[config.mk]
export PLATFORM = sky130hd
export DESIGN_NAME = http_header_status_length_parser_unit_flat
export DESIGN_NICKNAME = d
export VERILOG_FILES = /design/src/hhslp_pkg.sv /design/src/hhslp_in_if.sv /design/src/hhslp_out_if.sv /design/src/http_header_status_length_parser_unit.sv /design/src/flat_wrapper.sv
export SDC_FILE = /design/constraint.sdc
export NUM_CORES = 1
export LEC_CHECK = 0
export ABC_AREA = 1
export BUFFER_PORTS_ARGS = -buffer_cell sky130_fd_sc_hd__buf_2
export CAP_MARGIN = 20
export CORE_MARGIN = 2
export CORE_UTILIZATION = 53
export DETAILED_ROUTE_END_ITERATION = 10
export GPL_TIMING_DRIVEN = 0
export HOLD_SLACK_MARGIN = 0.1
export PLACE_DENSITY_LB_ADDON = 0.08
export SLEW_MARGIN = 20
export SYNTH_ARGS = -nofsm -noshare
export SYNTH_HDL_FRONTEND = slang
export SYNTH_SLANG_ARGS = --single-unit
export TNS_END_PERCENT = 100
[constraint.sdc]
create_clock -name clk -period 2.79 [get_ports clk]
set_input_delay 0.837 -clock clk [delete_from_list [all_inputs] [get_ports clk]]
set_output_delay 0.837 -clock clk [all_outputs]
set_load 0.005 [all_outputs]
[src/hhslp_pkg.sv]
// Package for the HTTP header status/length parser.
// Holds command and outcome codes, the fixed prefix tables and the reset constants.
// No dependencies.
`timescale 1ns / 1ps

package hhslp_pkg;

	localparam int LINE_CAP_DEF = 256;

	localparam logic [15:0] MAX_HDR_RESET = 16'd2000;
	localparam logic [31:0] TIMEOUT_RESET = 32'd5000;

	localparam int STATUS_PREFIX_LEN = 5;
	localparam int STATUS_COL        = 9;
	localparam int LENGTH_PREFIX_LEN = 16;
	localparam int LENGTH_COL        = 16;

	localparam logic [7:0] CH_CR    = 8'h0D;
	localparam logic [7:0] CH_LF    = 8'h0A;
	localparam logic [7:0] CH_SP    = 8'h20;
	localparam logic [7:0] CH_TAB   = 8'h09;
	localparam logic [7:0] CH_VT    = 8'h0B;
	localparam logic [7:0] CH_FF    = 8'h0C;
	localparam logic [7:0] CH_PLUS  = 8'h2B;
	localparam logic [7:0] CH_MINUS = 8'h2D;
	localparam logic [7:0] CH_ZERO  = 8'h30;
	localparam logic [7:0] CH_NINE  = 8'h39;

	// Configuration register indexes (byte address bit 2)
	localparam logic REG_MAX_HDR = 1'b0;
	localparam logic REG_TIMEOUT = 1'b1;

	typedef enum logic [1:0] {
		CMD_START = 2'd0,
		CMD_BYTE  = 2'd1,
		CMD_TICK  = 2'd2,
		CMD_CLOSE = 2'd3
	} cmd_t;

	typedef enum logic [2:0] {
		OUT_RUNNING      = 3'd0,
		OUT_HEADER_END   = 3'd1,
		OUT_TOO_LARGE    = 3'd2,
		OUT_TIMEOUT      = 3'd3,
		OUT_CLOSED_EMPTY = 3'd4,
		OUT_CLOSED_BYTES = 3'd5
	} outcome_t;

	typedef enum logic [1:0] {
		NUM_SKIP   = 2'd0,
		NUM_DIGITS = 2'd1,
		NUM_DONE   = 2'd2
	} num_phase_t;

	// "HTTP/"
	function automatic logic [7:0] status_prefix_char(input logic [2:0] idx);
		logic [7:0] ch;
		case (idx)
			3'd0:    ch = "H";
			3'd1:    ch = "T";
			3'd2:    ch = "T";
			3'd3:    ch = "P";
			3'd4:    ch = "/";
			default: ch = 8'h00;
		endcase
		return ch;
	endfunction

	// "Content-Length: "
	function automatic logic [7:0] length_prefix_char(input logic [3:0] idx);
		logic [7:0] ch;
		case (idx)
			4'd0:    ch = "C";
			4'd1:    ch = "o";
			4'd2:    ch = "n";
			4'd3:    ch = "t";
			4'd4:    ch = "e";
			4'd5:    ch = "n";
			4'd6:    ch = "t";
			4'd7:    ch = "-";
			4'd8:    ch = "L";
			4'd9:    ch = "e";
			4'd10:   ch = "n";
			4'd11:   ch = "g";
			4'd12:   ch = "t";
			4'd13:   ch = "h";
			4'd14:   ch = ":";
			4'd15:   ch = " ";
			default: ch = 8'h00;
		endcase
		return ch;
	endfunction

endpackage

[src/hhslp_in_if.sv]
// Input channel of the header parser: command and received byte.
// Valid/ready handshake; no dependencies.
`timescale 1ns / 1ps

interface hhslp_in_if;
	logic       valid;
	logic       ready;
	logic [1:0] cmd;
	logic [7:0] data_byte;

	modport source (output valid, cmd, data_byte, input ready);
	modport sink (input valid, cmd, data_byte, output ready);
endinterface

[src/hhslp_out_if.sv]
// Result channel of the header parser: outcome and parsed values.
// Valid/ready handshake; no dependencies.
`timescale 1ns / 1ps

interface hhslp_out_if;
	logic        valid;
	logic        ready;
	logic [2:0]  outcome;
	logic        finished;
	logic [15:0] status_code;
	logic [15:0] content_length;

	modport source (output valid, outcome, finished, status_code, content_length,
		input ready);
	modport sink (input valid, outcome, finished, status_code, content_length,
		output ready);
endinterface

[src/http_header_status_length_parser_unit.sv]
// Top level of the HTTP response header parser (status code, content length).
// Each accepted item's result is loaded into a registered output stage.
// Throughput: one item per cycle while results are drained; the per-byte scan state updates in a single pass.
// An item is taken whenever the output register is empty or being drained.
// arst_n clears the scan state as after a start and loads the register defaults.
// Depends on hhslp_pkg, hhslp_in_if and hhslp_out_if.
`timescale 1ns / 1ps

module http_header_status_length_parser_unit
	import hhslp_pkg::*;
#(
	parameter int LINE_CAP = LINE_CAP_DEF
) (
	input  logic         clk,
	input  logic         arst_n,
	hhslp_in_if.sink     req,
	hhslp_out_if.source  rsp,
	input  logic         psel,
	input  logic         penable,
	input  logic         pwrite,
	input  logic [2:0]   paddr,
	input  logic [31:0]  pwdata,
	output logic [31:0]  prdata,
	output logic         pready
);

	localparam int CW = $clog2(LINE_CAP);

	// configuration registers
	logic [15:0] max_hdr_q;
	logic [31:0] timeout_q;

	// scan state
	outcome_t    phase_q, phase_d;
	logic [15:0] byte_count_q, byte_count_d;
	logic [CW-1:0] column_q, column_d;
	logic        status_ok_q, status_ok_d;
	logic        length_ok_q, length_ok_d;
	logic [15:0] accum_q, accum_d;
	num_phase_t  num_phase_q, num_phase_d;
	logic        negative_q, negative_d;
	logic [1:0]  nl_run_q, nl_run_d;
	logic [31:0] elapsed_q, elapsed_d;
	logic [15:0] status_val_q, status_val_d;
	logic [15:0] length_val_q, length_val_d;

	logic        out_valid_q;
	logic        accept;
	logic        conv_en;
	logic        is_digit;
	logic [7:0]  ch;
	logic [15:0] line_value;
	logic [31:0] elapsed_inc;

	assign pready = 1'b1;
	assign prdata = (paddr[2] == REG_TIMEOUT) ? timeout_q : {16'd0, max_hdr_q};

	always_ff @(posedge clk or negedge arst_n) begin
		if (!arst_n) begin
			max_hdr_q <= MAX_HDR_RESET;
			timeout_q <= TIMEOUT_RESET;
		end else if (psel && penable && pwrite) begin
			if (paddr[2] == REG_MAX_HDR) max_hdr_q <= pwdata[15:0];
			else timeout_q <= pwdata;
		end
	end

	assign req.ready = !out_valid_q || rsp.ready;
	assign accept    = req.valid && req.ready;
	assign ch        = req.data_byte;
	assign is_digit  = (ch >= CH_ZERO) && (ch <= CH_NINE);
	assign line_value = negative_q ? (16'd0 - accum_q) : accum_q;
	assign elapsed_inc = (elapsed_q == '1) ? elapsed_q : elapsed_q + 32'd1;

	always_comb begin
		phase_d      = phase_q;
		byte_count_d = byte_count_q;
		column_d     = column_q;
		status_ok_d  = status_ok_q;
		length_ok_d  = length_ok_q;
		accum_d      = accum_q;
		num_phase_d  = num_phase_q;
		negative_d   = negative_q;
		nl_run_d     = nl_run_q;
		elapsed_d    = elapsed_q;
		status_val_d = status_val_q;
		length_val_d = length_val_q;
		conv_en      = 1'b0;

		if (cmd_t'(req.cmd) == CMD_START) begin
			phase_d      = OUT_RUNNING;
			byte_count_d = '0;
			column_d     = '0;
			status_ok_d  = 1'b1;
			length_ok_d  = 1'b1;
			accum_d      = '0;
			num_phase_d  = NUM_SKIP;
			negative_d   = 1'b0;
			nl_run_d     = '0;
			elapsed_d    = '0;
			status_val_d = '0;
			length_val_d = '0;
		end else if (phase_q == OUT_RUNNING) begin
			case (cmd_t'(req.cmd))
				CMD_BYTE: begin
					if (elapsed_q >= timeout_q) begin
						phase_d = OUT_TIMEOUT;
					end else if (byte_count_q >= max_hdr_q) begin
						phase_d = OUT_TOO_LARGE;
					end else begin
						byte_count_d = byte_count_q + 16'd1;
						if (ch != CH_CR && ch != CH_LF) begin
							nl_run_d = '0;
							if (column_q < CW'(LINE_CAP - 1)) begin
								if (column_q < CW'(STATUS_PREFIX_LEN) &&
								    ch != status_prefix_char(column_q[2:0]))
									status_ok_d = 1'b0;
								if (column_q < CW'(LENGTH_PREFIX_LEN) &&
								    ch != length_prefix_char(column_q[3:0]))
									length_ok_d = 1'b0;
								// prefix flags as updated by this character
								if (status_ok_d && column_q >= CW'(STATUS_COL))
									conv_en = 1'b1;
								else if (length_ok_d && column_q >= CW'(LENGTH_COL))
									conv_en = 1'b1;
								column_d = column_q + CW'(1);
							end
						end
						if (conv_en) begin
							case (num_phase_q)
								NUM_SKIP: begin
									if (ch == CH_SP || ch == CH_TAB ||
									    ch == CH_VT || ch == CH_FF) begin
										num_phase_d = NUM_SKIP;
									end else if (ch == CH_PLUS || ch == CH_MINUS) begin
										negative_d  = (ch == CH_MINUS);
										num_phase_d = NUM_DIGITS;
									end else if (is_digit) begin
										accum_d     = {12'd0, ch[3:0]};
										num_phase_d = NUM_DIGITS;
									end else begin
										num_phase_d = NUM_DONE;
									end
								end
								NUM_DIGITS: begin
									if (is_digit)
										accum_d = (accum_q << 3) + (accum_q << 1) +
											{12'd0, ch[3:0]};
									else
										num_phase_d = NUM_DONE;
								end
								default: num_phase_d = num_phase_q;
							endcase
						end
						if (ch == CH_LF) begin
							// store at end of line, content length takes priority
							if (length_val_q == '0 && length_ok_q &&
							    column_q >= CW'(LENGTH_PREFIX_LEN))
								length_val_d = line_value;
							else if (status_val_q == '0 && status_ok_q &&
							         column_q >= CW'(STATUS_PREFIX_LEN))
								status_val_d = line_value;
							column_d    = '0;
							status_ok_d = 1'b1;
							length_ok_d = 1'b1;
							accum_d     = '0;
							num_phase_d = NUM_SKIP;
							negative_d  = 1'b0;
							nl_run_d    = nl_run_q + 2'd1;
							if (nl_run_q != 2'd0) phase_d = OUT_HEADER_END;
						end
					end
				end
				CMD_TICK: begin
					elapsed_d = elapsed_inc;
					if (elapsed_inc >= timeout_q) phase_d = OUT_TIMEOUT;
				end
				CMD_CLOSE: begin
					phase_d = (byte_count_q == '0) ? OUT_CLOSED_EMPTY : OUT_CLOSED_BYTES;
				end
				default: phase_d = phase_q;
			endcase
		end
	end

	always_ff @(posedge clk or negedge arst_n) begin
		if (!arst_n) begin
			phase_q      <= OUT_RUNNING;
			byte_count_q <= '0;
			column_q     <= '0;
			status_ok_q  <= 1'b1;
			length_ok_q  <= 1'b1;
			accum_q      <= '0;
			num_phase_q  <= NUM_SKIP;
			negative_q   <= 1'b0;
			nl_run_q     <= '0;
			elapsed_q    <= '0;
			status_val_q <= '0;
			length_val_q <= '0;
		end else if (accept) begin
			phase_q      <= phase_d;
			byte_count_q <= byte_count_d;
			column_q     <= column_d;
			status_ok_q  <= status_ok_d;
			length_ok_q  <= length_ok_d;
			accum_q      <= accum_d;
			num_phase_q  <= num_phase_d;
			negative_q   <= negative_d;
			nl_run_q     <= nl_run_d;
			elapsed_q    <= elapsed_d;
			status_val_q <= status_val_d;
			length_val_q <= length_val_d;
		end
	end

	always_ff @(posedge clk or negedge arst_n) begin
		if (!arst_n) out_valid_q <= 1'b0;
		else if (accept) out_valid_q <= 1'b1;
		else if (rsp.ready) out_valid_q <= 1'b0;
	end

	always_ff @(posedge clk) begin
		if (accept) begin
			rsp.outcome        <= phase_d;
			rsp.finished       <= (phase_d != OUT_RUNNING);
			rsp.status_code    <= status_val_d;
			rsp.content_length <= length_val_d;
		end
	end

	assign rsp.valid = out_valid_q;

	// a pending result that is not taken blocks the next item
	a_no_overrun: assert property (@(posedge clk) disable iff (!arst_n)
		(rsp.valid && !rsp.ready) |-> !req.ready)
		else $error("item accepted while result stalled");

	a_result_follows: assert property (@(posedge clk) disable iff (!arst_n)
		accept |=> rsp.valid)
		else $error("accepted item produced no result");

	a_frozen_when_done: assert property (@(posedge clk) disable iff (!arst_n)
		(phase_q != OUT_RUNNING && !(accept && cmd_t'(req.cmd) == CMD_START))
		|=> ($stable(byte_count_q) && $stable(status_val_q) && $stable(length_val_q)))
		else $error("scan state changed after finish");

	a_nl_run_bound: assert property (@(posedge clk) disable iff (!arst_n)
		(phase_q == OUT_RUNNING) |-> (nl_run_q < 2'd2))
		else $error("blank line seen but header end not flagged");

	a_column_cap: assert property (@(posedge clk) disable iff (!arst_n)
		column_q <= CW'(LINE_CAP - 1))
		else $error("column beyond line cap");

endmodule
[src/flat_wrapper.sv]
// flat-port wrapper written by rule: the top's interface ports become plain ports
module http_header_status_length_parser_unit_flat import hhslp_pkg::*;
#(
	parameter int LINE_CAP = LINE_CAP_DEF
)
  (clk, arst_n, psel, penable, pwrite, paddr, pwdata, prdata, pready, req_valid, req_cmd, req_data_byte, req_ready, rsp_valid, rsp_outcome, rsp_finished, rsp_status_code, rsp_content_length, rsp_ready);
  hhslp_in_if req_i ();
  hhslp_out_if rsp_i ();
  input  logic clk;
  input  logic arst_n;
  input  logic psel;
  input  logic penable;
  input  logic pwrite;
  input  logic [2:0] paddr;
  input  logic [31:0] pwdata;
  output logic [31:0] prdata;
  output logic pready;
  input wire logic [$bits(req_i.valid)-1:0] req_valid;
  input wire logic [$bits(req_i.cmd)-1:0] req_cmd;
  input wire logic [$bits(req_i.data_byte)-1:0] req_data_byte;
  output wire logic [$bits(req_i.ready)-1:0] req_ready;
  output wire logic [$bits(rsp_i.valid)-1:0] rsp_valid;
  output wire logic [$bits(rsp_i.outcome)-1:0] rsp_outcome;
  output wire logic [$bits(rsp_i.finished)-1:0] rsp_finished;
  output wire logic [$bits(rsp_i.status_code)-1:0] rsp_status_code;
  output wire logic [$bits(rsp_i.content_length)-1:0] rsp_content_length;
  input wire logic [$bits(rsp_i.ready)-1:0] rsp_ready;
  assign req_i.valid = req_valid;
  assign req_i.cmd = req_cmd;
  assign req_i.data_byte = req_data_byte;
  assign req_ready = req_i.ready;
  assign rsp_valid = rsp_i.valid;
  assign rsp_outcome = rsp_i.outcome;
  assign rsp_finished = rsp_i.finished;
  assign rsp_status_code = rsp_i.status_code;
  assign rsp_content_length = rsp_i.content_length;
  assign rsp_i.ready = rsp_ready;
  http_header_status_length_parser_unit #(.LINE_CAP(LINE_CAP)) u_core (.clk(clk), .arst_n(arst_n), .req(req_i), .rsp(rsp_i), .psel(psel), .penable(penable), .pwrite(pwrite), .paddr(paddr), .pwdata(pwdata), .prdata(prdata), .pready(pready));
endmodule
==> results of run 1 <==
-- Yosys cell counts (all sizes together), types with 2 or more instances --
cell | instances | share of area, %
clkinv | 4 | 0.11
edfxtp | 36 | 7.6
a21o | 4 | 0.21
o211ai | 6 | 0.32
xor2 | 48 | 3.0
o21a | 3 | 0.16
fa | 2 | 0.28
o21ai | 162 | 6.2
a22o | 8 | 0.49
dfstp | 13 | 2.4
nand4 | 81 | 3.6
nor2 | 162 | 4.5
a21oi | 78 | 2.8
and3 | 28 | 1.2
ha | 117 | 10
xnor2 | 11 | 0.68
o22ai | 3 | 0.13
inv | 267 | 7.1
clkbuf | 40 | 1.1
dfrtp | 150 | 26
nor4 | 8 | 0.40
nand2 | 509 | 14
or2 | 8 | 0.35
nand3 | 98 | 3.6
o21bai | 3 | 0.16
a21boi | 2 | 0.11
a31oi | 3 | 0.13
buf | 20 | 0.98
nor3 | 42 | 1.5
-- power by group through the flow --
stage | Combinational, uW | Clock (uW) | Sequential [uW]
final | 5100 | 2620 | 4220
after global routing | 5810 | 2750 | 4300
after CTS | 4750 | 2640 | 4210
after detailed placement | 4550 | 0 | 4260
after global placement | 4410 | 0 | 4250
after floorplan | 3380 | 0 | 4080
-- cells by family after synthesis --
family / synth area share (%)
adders and majority gates: 10.58
xor gates and xnor gates: 3.636
other: 0.02638
buffers and inverters: 9.225
AOI/OAI and AO/OA: 10.80
DFF: 36.42
and+or+nand+nor: 29.31
-- worst max-delay path, cell delays in order (launching register included) --
cell	delay (ns)
dfrtp_1	0.38
ha_2	0.20
nand2_2	0.05
inv_2	0.07
nand2_4	0.06
nor2_4	0.14
nand3_4	0.10
nor3_4	0.20
nand2_2	0.14
nand3_4	0.14
xor2_2	0.17
ha_1	0.26
a21oi_1	0.16
nor2_1	0.06
o21bai_1	0.14
nand3_1	0.14
a21boi_4	0.22
nand3_2	0.12
nand2_2	0.11
nand2_2	0.06
nand2_2	0.08
nand2_2	0.07
nor2_1	0.10
nand2_1	0.06
-- path summary, 6_finish.rpt --
path,endpoint,startpoint
worst max-delay path,u_core.rsp.finished$_DFFE_PP_,u_core.elapsed_q[1]$_DFFE_PN0P_
worst min-delay path,u_core.status_val_q[8]$_DFFE_PN0P_,arst_n
worst max register to register,u_core.rsp.finished$_DFFE_PP_,u_core.elapsed_q[1]$_DFFE_PN0P_
worst min register to register,u_core.length_ok_q$_DFFE_PN1P_,u_core.length_ok_q$_DFFE_PN1P_
max in group asynchronous,u_core.timeout_q[3]$_DFFE_PN1P_,arst_n
min in group clk,u_core.length_ok_q$_DFFE_PN1P_,u_core.length_ok_q$_DFFE_PN1P_
-- registers in the layout (all words and copies together) (netlist names), 2 cells and up --
signal	flops
u_core.status_val_q	16
u_core.rsp.content_length	16
u_core.timeout_q	32
u_core.column_q	8
u_core.num_phase_q	2
u_core.accum_q	16
u_core.max_hdr_q	16
u_core.rsp.status_code	16
u_core.phase_q	3
u_core.rsp.outcome	3
u_core.elapsed_q	32
u_core.byte_count_q	16
u_core.length_val_q	16
u_core.nl_run_q	2
-- repair_timing --
item | 4_1_cts | 5_1_grt
resized for setup | 42 | 52
buffers inserted | 14 | 12
setup endpoints to repair | 110 | 97
pin swaps | 20 | 16
cloned | 0 | 2
-- metal layers --
| metal | global-route usage, % | up-vias | part of all wire [%] |
|---|---|---|---|
| li1 | - | 6642 | - |
| met1 | 41.67 | 6339 | 48 |
| met2 | 43.57 | 478 | 45 |
| met3 | 3.333 | 55 | 6.1 |
| met4 | 7.297 | 0 | 1.7 |
| met5 | 0 | - | 0 |
-- stage by stage --
| step | area [sq um] | cells | hold slack (ns) | setup slack (ns) |
|---|---|---|---|---|
| 2_1_floorplan | 14250 | 1923 | 0.4419 | -0.2804 |
| 3_3_place_gp | 15260 | 2377 | 0.4600 | -1.787 |
| 3_5_place_dp | 15300 | 2378 | 0.4669 | -1.130 |
| 4_1_cts | 16180 | 2422 | 0.3925 | -0.6619 |
| 5_1_grt | 16490 | 2438 | 0.4095 | -0.8607 |
| 6_report | 16490 | 2438 | 0.3557 | -0.7003 |
-- cell type report --
type,instances,share of cell area [%]
Clock buffer,17,2.580
Buffer,58,1.927
Antenna cell,1,0.01518
Timing Repair Buffer,148,5.334
Clock inverter,15,1.115
Tap cell,335,2.542
Inverter,271,6.199
Multi-Input combinational cell,1394,48.86
Sequential cell,199,31.43
==> flow_summary_export.csv, run 1 <==
group,metric,value,unit
status,status,"finished with violations",
status,failed_checks,"negative setup slack",
worst_setup_path,end_kind,"flip-flop",
power,total_leakage_power,0.008543,uW
job,maxCapViolCount,0,
power,swShare,42.71,%
sta,rsz0062_at_grt,"yes",
synth,syn_area,14210,sq um
cts,clock_path_buffers,2,
floorplan,die_w,167.8,um
placed_design,port_buffers,119,
sta,maxSlewHeadroom,51.81,%
grt,antenna_found_initial,1,
worst_setup_path,r2r_slack,-0.70,ns
layout,ff_latch_area,5182,sq um
sta,tightest_slew,0.7229,ns
layout,layout_commonest_cell,"nand2_1",
cts,h-tree-depth,4,
floorplan,start_util,54.24,%
placed_design,gp_congestion,0.9442,
power,ir_drop,0.4616,mV
power,internal-power,6840,uW
grt,grt_pass1_wl,63.85,mm
floorplan,top_level_ports,123,
grt,grt_max_degree,86,
layout,drive_gt1_share,16.75,%
drt,avgRoutedWirePerCell,16.23,um
grt,first_global_vias,12549,
sta,finClkSkew,0.01751,ns
drt,dr.pass1.iters,5,
drt,vias_per_cell,5.543,
synth,synth-edff-count,36,
floorplan,core_area,26210,sq um
sta,fin_tns_setup,-3.085,ns
synth,syn-num-nets,2094,
cts,clk_pin_slew_worst_paths,0.08,ns
cts,cts_hold_buf,0,
layout,multi_input_area,8056,sq um
worst_setup_path,cp_max_fo,3,
sta,finalCritPeriodShare,125.1,%
drt,drcViolationCount,0,
floorplan,die_h,167.8,um
layout,fillers,2317,
worst_setup_path,r2r_cells,23,
synth,ys_ff_latch,199,
power,p_per_area,724.0,nW/um^2
cts,cts_num_sinks,199,
layout,fin_nets,2260,
drt,drt-total-wl,39.58,mm
worst_setup_path,worst-setup-path-type,"reg2reg",
layout,final_util,62.92,%
power,p_comb_share,42.7,%
grt,grt_usage,28.06,%
power,p_sw,5099,uW
power,clkPwrFrac,22.0,%
power,seqPwrFrac,35.3,%
cts,clock_latency,0.46,ns
drt,antenna_left,0,
sta,fin_crit,3.490,ns
sta,hold_viol_final,0,
synth,ys.flop_type,"dfrtp_1",
sta,fmax,0.2865,GHz
drt,vias,13514,
synth,synth_cell_type_count,52,
layout,final_cell_mix,"nand2_1, inv_1, dfrtp_1",
placed_design,dpl.hpwl,30.01,mm
worst_setup_path,worstPathRequired,2.99,ns
floorplan,fp-row-count,59,
worst_hold_path,hold_path.class,"in2async",
worst_setup_path,arrival,3.69,ns
layout,synthToLayoutAreaGrowth,16.01,%
worst_setup_path,cp-start-kind,"flip-flop",
synth,synth_warnings,0,
sta,maxSlewViolCount,0,
grt,grt-ovfl-total,0,
synth,syn_inst,1923,
drt,drt_iter0_drc,1128,
sta,setup_viol,5,
synth,ys_seq_area_share,36.42,%
cts,cts_buffers,17,
cts,tritoncts,"done",
power,total_power,11940,uW
synth,async_reset_ff_share,81.91,%
cts,ctsRootBufferMaster,"clkbuf_16",
sta,timing.final.ws_setup,-0.7003,ns
floorplan,dieArea,28140,sq um
synth,syn-mean-instance-area,7.391,sq um
Note: power is estimated with default switching activity, not from simulation.
==> run 2: changes to the inputs <==
--- a/config.mk
+++ b/config.mk
@@ -9,7 +9,7 @@
 export BUFFER_PORTS_ARGS = -buffer_cell sky130_fd_sc_hd__buf_2
 export CAP_MARGIN = 20
 export CORE_MARGIN = 2
-export CORE_UTILIZATION = 53
+export CORE_UTILIZATION = 25
 export DETAILED_ROUTE_END_ITERATION = 10
 export GPL_TIMING_DRIVEN = 0
 export HOLD_SLACK_MARGIN = 0.1
==> run 2 against run 1 <==
The flow still finishes with violations (negative setup slack). First-iteration DRC count fell by 31%. Combinational power is 4% higher. Sequential share of layout area decreased by 1.4 points. Critical path depth stayed put. Via count decreased by 2.4%. Largest power group unchanged.
==> flow_summary_export.csv, run 2 (synthesis gave the netlist of run 1 again) <==
group,metric,value,unit
sta,rsz0062_at_grt,"yes",
grt,grt_usage,16.76,%
layout,fin_nets,2277,
worst_setup_path,worstPathRequired,3.05,ns
placed_design,dpl.hpwl,38.06,mm
worst_setup_path,worst-setup-path-type,"reg2reg",
sta,finClkSkew,0.01140,ns
cts,tritoncts,"done",
grt,grt-ovfl-total,0,
worst_setup_path,cp_cell_sequence,"ha_2, nand2_2, inv_2, nand2_4, nor2_4, nand3_4, nor3_4, nand2_2, nand3_4, nor2_4, xor2_2, ha_1, a21o_1, o21bai_1, nand3_1, a21boi_4, nand3_2, nand2_2, nand2_2, nand2_1, nand2_1, nand2_2, nand2_1",
power,p_per_area,703.0,nW/um^2
floorplan,die_h,242.4,um
worst_setup_path,cp_max_fo,4,
sta,fmax,0.2780,GHz
worst_setup_path,worstReg2RegEnd,"u_core.rsp.finished$_DFFE_PP_",
cts,clock_latency,0.50,ns
cts,h-tree-depth,4,
drt,drt-total-wl,48.72,mm
drt,avgRoutedWirePerCell,16.94,um
worst_hold_path,hold_path.class,"in2async",
status,status,"finished with violations",
cts,cts_hold_buf,0,
floorplan,start_util,25.26,%
drt,vias_per_cell,4.586,
grt,grt_max_degree,83,
sta,hold_ws,0.3171,ns
placed_design,gp_congestion,0.8330,
layout,design_area,17290,sq um
layout,fillers,6117,
cts,cts_num_sinks,199,
drt,drt_iter0_drc,780,
power,ir_drop,0.5090,mV
sta,maxSlewHeadroom,42.58,%
cts,clock_path_buffers,2,
layout,synthToLayoutAreaGrowth,21.67,%
grt,first_global_vias,13066,
floorplan,fp-row-count,87,
worst_setup_path,r2r_slack,-0.81,ns
sta,maxSlewViolCount,0,
worst_setup_path,r2r_cells,23,
layout,layout_commonest_cell,"nand2_1",
worst_setup_path,path_common_cell,"nand2_2",
drt,drcViolationCount,0,
sta,finalCritPeriodShare,128.9,%
worst_setup_path,cpPeakStageDelay,0.39,ns
worst_setup_path,cpLargestDelayFamily,"simple AND/OR/NAND/NOR gates",
placed_design,place_inst,2799,
layout,diodes,0,
worst_setup_path,end_kind,"flip-flop",
cts,cts_buffers,17,
layout,ff_latch_area,5187,sq um
placed_design,placed_area,15830,sq um
power,total_leakage_power,0.008583,uW
floorplan,die_w,242.4,um
sta,hold_viol_final,0,
cts,clk_pin_slew_worst_paths,0.08,ns
grt,antenna_found_initial,2,
floorplan,dieArea,58780,sq um
placed_design,port_buffers,119,
sta,fin_crit,3.597,ns
drt,antenna_left,0,
worst_setup_path,cp-start-kind,"flip-flop",
sta,tightest_slew,0.8581,ns
cts,ctsRootBufferMaster,"clkbuf_16",
worst_setup_path,crit_start,"u_core.elapsed_q[0]$_DFFE_PN0P_",
grt,grt_pass1_wl,76.32,mm
floorplan,core_area,56280,sq um
status,failed_checks,"negative setup slack",
layout,multi_input_area,8183,sq um
sta,setup_viol,5,
layout,stdcell_count,2875,
worst_setup_path,slowest_stage,"dfrtp_1",
layout,drive_gt1_share,19.16,%
worst_setup_path,path_buf_inv,1,
layout,reg_top3,"u_core.elapsed_q x32, u_core.timeout_q x32",
floorplan,top_level_ports,123,
worst_setup_path,arrival,3.85,ns
worst_setup_path,r2r_start,"u_core.elapsed_q[0]$_DFFE_PN0P_",
drt,vias,13186,
layout,final_cell_mix,"nand2_1, inv_1, dfrtp_1",
drt,dr.pass1.iters,5,
sta,timing.final.ws_setup,-0.8066,ns
job,maxCapViolCount,0,
## run 2: cell count changes in the layout (fill, tap and decap cells not counted), moves of 5 or more
cell / delta
o21ai_0: -5
buf_6: +5
nand2_1: -6
ha_1: -6
buf_4: +14
nand2_2: +6
## run 2: timing repair
action / in CTS / in global routing
gates cloned: 0 / 3
setup endpoints to repair: 115 / 109
buffers inserted: 18 / 24
resized for setup: 64 / 89
pin swaps: 25 / 38
## run 2: worst max path at each step
| stage | to | depth (start not counted) | slack [ns] |
|---|---|---|---|
| final | u_core.rsp.finished$_DFFE_PP_ | 23 | -0.81 |
| after global routing | u_core.rsp.finished$_DFFE_PP_ | 24 | -1.03 |
| after CTS | u_core.rsp.finished$_DFFE_PP_ | 23 | -0.81 |
| after detailed placement | u_core.rsp.finished$_DFFE_PP_ | 22 | -1.49 |
| after global placement | u_core.accum_q[8]$_DFFE_PN0P_ | 1 | -2.28 |
| after floorplan | u_core.rsp.finished$_DFFE_PP_ | 23 | -0.28 |
## run 2: through the flow
| stage | TNS (ns) | util, % | setup slack [ns] | total power (uW) |
|---|---|---|---|---|
| 2_1_floorplan | -0.8665 | - | -0.2804 | 7458 |
| 3_3_place_gp | -416.11 | 28.06 | -2.281 | 9018 |
| 3_5_place_dp | -48.57 | 28.13 | -1.488 | 9071 |
| 4_1_cts | -3.858 | 29.80 | -0.8086 | 11960 |
| 5_1_grt | -4.811 | 30.73 | -1.031 | 13260 |
| 6_report | -3.734 | 30.73 | -0.8066 | 12160 |
## run 2: worst register-to-register path, delay by kind of cell (launching register included)
kind,cells,cell delay [ns]
AOI/OAI and AO/OA,3,0.55
DFF,1,0.39
adders and majority gates,2,0.51
and+or+nand+nor,16,1.66
xor gates and xnor gates,1,0.15
buffers and inverters,1,0.08
## run 2: layout make-up
type	count	area share (%)
Timing Repair Buffer	165	5.882
Inverter	271	5.947
Sequential cell	199	30.00
Buffer	59	2.047
Clock buffer	19	2.503
Multi-Input combinational cell	1393	47.32
Tap cell	756	5.470
Clock inverter	13	0.8392
## run 2: power by group
| group | leakage (uW) | internal, uW | total (uW) | switching, uW |
|---|---|---|---|---|
| Clock | 0.000282 | 1330 | 2620 | 1280 |
| Combinational | 0.00587 | 2010 | 5280 | 3260 |
| Sequential | 0.00243 | 3620 | 4260 | 643 |
| Total | 0.00858 | 6960 | 12200 | 5190 |
## run 2: routing by layer
| metal | share of wire [%] | up-vias | global-route usage [%] |
|---|---|---|---|
| met1 | 50 | 6262 | 23.70 |
| li1 | - | 6666 | - |
| met3 | 3.4 | 44 | 3.578 |
| met4 | 1.5 | 4 | 4.067 |
| met2 | 45 | 210 | 25.91 |
| met5 | 0.060 | - | 0 |
==> run 3: changes to the inputs <==
--- a/config.mk
+++ b/config.mk
@@ -5,7 +5,6 @@
 export SDC_FILE = /design/constraint.sdc
 export NUM_CORES = 1
 export LEC_CHECK = 0
-export ABC_AREA = 1
 export BUFFER_PORTS_ARGS = -buffer_cell sky130_fd_sc_hd__buf_2
 export CAP_MARGIN = 20
 export CORE_MARGIN = 2
@@ -13,7 +12,7 @@
 export DETAILED_ROUTE_END_ITERATION = 10
 export GPL_TIMING_DRIVEN = 0
 export HOLD_SLACK_MARGIN = 0.1
-export PLACE_DENSITY_LB_ADDON = 0.08
+export PLACE_DENSITY_LB_ADDON = 0.25
 export SLEW_MARGIN = 20
 export SYNTH_ARGS = -nofsm -noshare
 export SYNTH_HDL_FRONTEND = slang
==> run 3 against run 2 <==
The flow still finishes with violations (negative setup slack). Synthesized area fell by 5.1%. Via count fell by 9.1%. Routed wire length fell by 11%. Register-to-register slack got worse by 0.36 ns. Cell count fell by 17%. Worst hold slack got worse by 0.018 ns. Global-route usage fell by 1.4 points. Fmax fell by 9.0%. Largest power group unchanged. Highest routed layer is now met4.
==> flow_summary_export.csv, run 3 <==
group,metric,value,unit
worst_setup_path,r2r_slack,-1.16,ns
synth,synthTopCellsByArea,"dfrtp_1, ha_1, edfxtp_1",
drt,drt_iter0_drc,739,
worst_setup_path,worst-setup-path-type,"reg2reg",
sta,tightest_slew,0.8800,ns
floorplan,top_level_ports,123,
worst_setup_path,worstReg2RegEnd,"u_core.rsp.finished$_DFFE_PP_",
sta,rsz0062_at_grt,"yes",
layout,diodes,0,
layout,reg_top3,"u_core.elapsed_q x32, u_core.timeout_q x32",
worst_setup_path,cp_cell_sequence,"nand4_1, buf_6, nor4_4, nand4_1, or3_4, or3_1, nand2_2, ha_4, nand4_1, or3_4, or4_4, o32ai_4, buf_6, o21ai_4, nand3_2",
power,p_sw,3838,uW
worst_setup_path,arrival,4.33,ns
layout,final_cell_mix,"nand2_1, dfrtp_1, buf_2",
power,swShare,38.02,%
grt,first_global_vias,11649,
layout,synthToLayoutAreaGrowth,28.82,%
synth,synth_top_area_share,27.81,%
cts,ctsRootBufferMaster,"clkbuf_16",
status,failed_checks,"negative setup slack",
layout,fin_nets,1854,
floorplan,die_h,236.3,um
synth,synth_cell_type_count,88,
cts,tritoncts,"done",
drt,drt-total-wl,43.33,mm
drt,vias_per_cell,5.012,
grt,grt_max_degree,88,
synth,synth-edff-count,36,
floorplan,start_util,25.18,%
sta,finClkSkew,0.02235,ns
drt,vias,11988,
cts,cts_num_sinks,199,
layout,drive_gt1_share,29.95,%
synth,yosysMostFrequentCell,"dfrtp_1",
worst_hold_path,hold_path.class,"in2async",
drt,dr.pass1.iters,7,
cts,cts_buffers,17,
sta,maxSlewHeadroom,41.11,%
drt,avgRoutedWirePerCell,18.11,um
drt,wl_met1,20.75,mm
cts,clock_latency,0.51,ns
sta,fmax,0.2529,GHz
synth,ys_ff_latch,199,
grt,grt_usage,15.33,%
grt,antenna_found_initial,0,
power,seqPwrFrac,36.7,%
synth,syn-num-nets,1634,
grt,grt_pass1_wl,66.74,mm
placed_design,port_buffers,116,
synth,syn-mean-instance-area,9.224,sq um
sta,fin_tns_setup,-52.54,ns
cts,h-tree-depth,4,
power,internal-power,6255,uW
worst_setup_path,cpLargestDelayFamily,"simple AND/OR/NAND/NOR gates",
power,p_per_area,580.6,nW/um^2
power,ir_drop,0.5121,mV
synth,syn_inst,1463,
sta,setup_viol,114,
worst_setup_path,r2r_cells,15,
sta,timing.final.ws_setup,-1.164,ns
worst_setup_path,path_common_cell,"nand4_1",
cts,cts_hold_buf,0,
synth,syn_area,13500,sq um
synth,synth_warnings,0,
grt,grt-ovfl-total,0,
worst_setup_path,cp_max_fo,7,
drt,drcViolationCount,0,
placed_design,dpl.hpwl,31.62,mm
drt,antenna_left,0,
job,maxCapViolCount,0,
floorplan,die_w,236.3,um
power,total_leakage_power,0.007828,uW
sta,hold_viol_final,0,
worst_setup_path,slowest_stage,"dfrtp_2",
power,clkPwrFrac,26.5,%
drt,met3_length,1.834,mm
synth,ys_top_cells_by_count,"dfrtp_1, nand2_1, ha_1",
worst_setup_path,worstPathRequired,3.16,ns
worst_setup_path,cp-start-kind,"flip-flop",
drt,dr_wl_met2,20.06,mm
sta,fin_crit,3.954,ns
power,p_comb_share,36.8,%
worst_setup_path,cpPeakStageDelay,0.46,ns
worst_setup_path,end_kind,"flip-flop",
layout,final_util,32.43,%
floorplan,dieArea,55860,sq um
synth,async_reset_ff_share,81.91,%
synth,ys_seq_area_share,38.36,%
cts,clock_path_buffers,2,
floorplan,core_area,53600,sq um
power,total_power,10090,uW
sta,maxSlewViolCount,0,
sta,finalCritPeriodShare,141.7,%
placed_design,gp_congestion,0.8556,
layout,layout_commonest_cell,"nand2_1",
synth,synth_top_area_cell,"dfrtp_1",
floorplan,fp-row-count,85,
drt,highest_layer,"met4",
status,status,"finished with violations",
cts,clk_pin_slew_worst_paths,0.09,ns
worst_setup_path,r2r_start,"u_core.elapsed_q[8]$_DFFE_PN0P_",
worst_setup_path,path_buf_inv,2,
synth,ys.flop_type,"dfrtp_1",
==> run 3: area by class of cell <==
class | instances | area, sq um
fill | 5606 | 36220
sequential | 199 | 5197
tap | 696 | 870.8
clock inverter | 14 | 165.2
timing repair buffer | 202 | 1388
inverter | 81 | 309.0
buffer | 76 | 509.2
clock buffer | 18 | 450.4
multi-input combinational | 1106 | 8494
==> run 3: how the worst max path moves through the flow <==
stage / slack (ns) / end / startpoint / cells after the start
floorplan: -0.79 / u_core.phase_q[1]$_DFFE_PN0P_ / u_core.elapsed_q[6]$_DFFE_PN0P_ / 14
global placement: -2.05 / u_core.accum_q[9]$_DFFE_PN0P_ / arst_n / 1
detailed placement: -1.77 / u_core.rsp.outcome[1]$_DFFE_PP_ / u_core.elapsed_q[3]$_DFFE_PN0P_ / 14
CTS: -1.13 / u_core.rsp.outcome[1]$_DFFE_PP_ / u_core.elapsed_q[6]$_DFFE_PN0P_ / 15
global route: -1.26 / u_core.phase_q[1]$_DFFE_PN0P_ / u_core.elapsed_q[11]$_DFFE_PN0P_ / 14
finish: -1.16 / u_core.rsp.finished$_DFFE_PP_ / u_core.elapsed_q[8]$_DFFE_PN0P_ / 15
==> run 3: kinds of logic after synthesis <==
logic type	after synthesis	share of synthesized area, %
XOR/XNOR	55	3.569
AO/OA/AOI/OAI	317	15.15
adder cells (fa/ha/maj)	119	11.14
other	1	0.02779
multiplexers	87	7.055
AND/OR/NAND/NOR	527	20.09
flip-flops	199	38.36
buffers and inverters	158	4.608
==> run 3: power by group through the flow <==
stage               clock network (uW)  logic (uW)  registers, uW
floorplan                            0        2300           3620
global placement                     0        3160           3740
detailed placement                   0        3210           3750
CTS                               2770        3450           3700
global route                      2870        4140           3760
finish                            2670        3720           3710
==> run 3: per-stage QoR <==
| stage | hold slack, ns | instances | setup WS [ns] | area (sq um) |
|---|---|---|---|---|
| after floorplan | 0.4511 | 1463 | -0.7947 | 13820 |
| after global placement | 0.4704 | 2275 | -2.051 | 15270 |
| after detailed placement | 0.4665 | 2277 | -1.774 | 15320 |
| after CTS | 0.3253 | 2358 | -1.134 | 16680 |
| after global routing | 0.3366 | 2392 | -1.264 | 17380 |
| final | 0.2992 | 2392 | -1.164 | 17380 |
==> run 3: repair_timing <==
| action | 4_1_cts | 5_1_grt |
|---|---|---|
| gates resized for setup | 101 | 118 |
| gates cloned | 1 | 4 |
| endpoints found under the setup margin | 169 | 137 |
| setup buffers | 49 | 41 |
| pin swaps | 34 | 36 |
==> run 3: worst reg2reg max path: cells and delay by family, from the launching register on <==
kind | cells | cell delay (ns)
AND/OR/NAND/NOR | 10 | 2.56
flip-flops | 1 | 0.46
adder cells (fa/ha/maj) | 1 | 0.13
buffers and inverters | 2 | 0.30
AO/OA/AOI/OAI | 2 | 0.39
==> run 3: layer usage <==
layer  track usage, %  vias to the layer above
met3            3.160                       40
met5                0                        -
met4            4.488                        0
met1            20.96                     5886
met2            24.33                      261
li1                 -                     5801
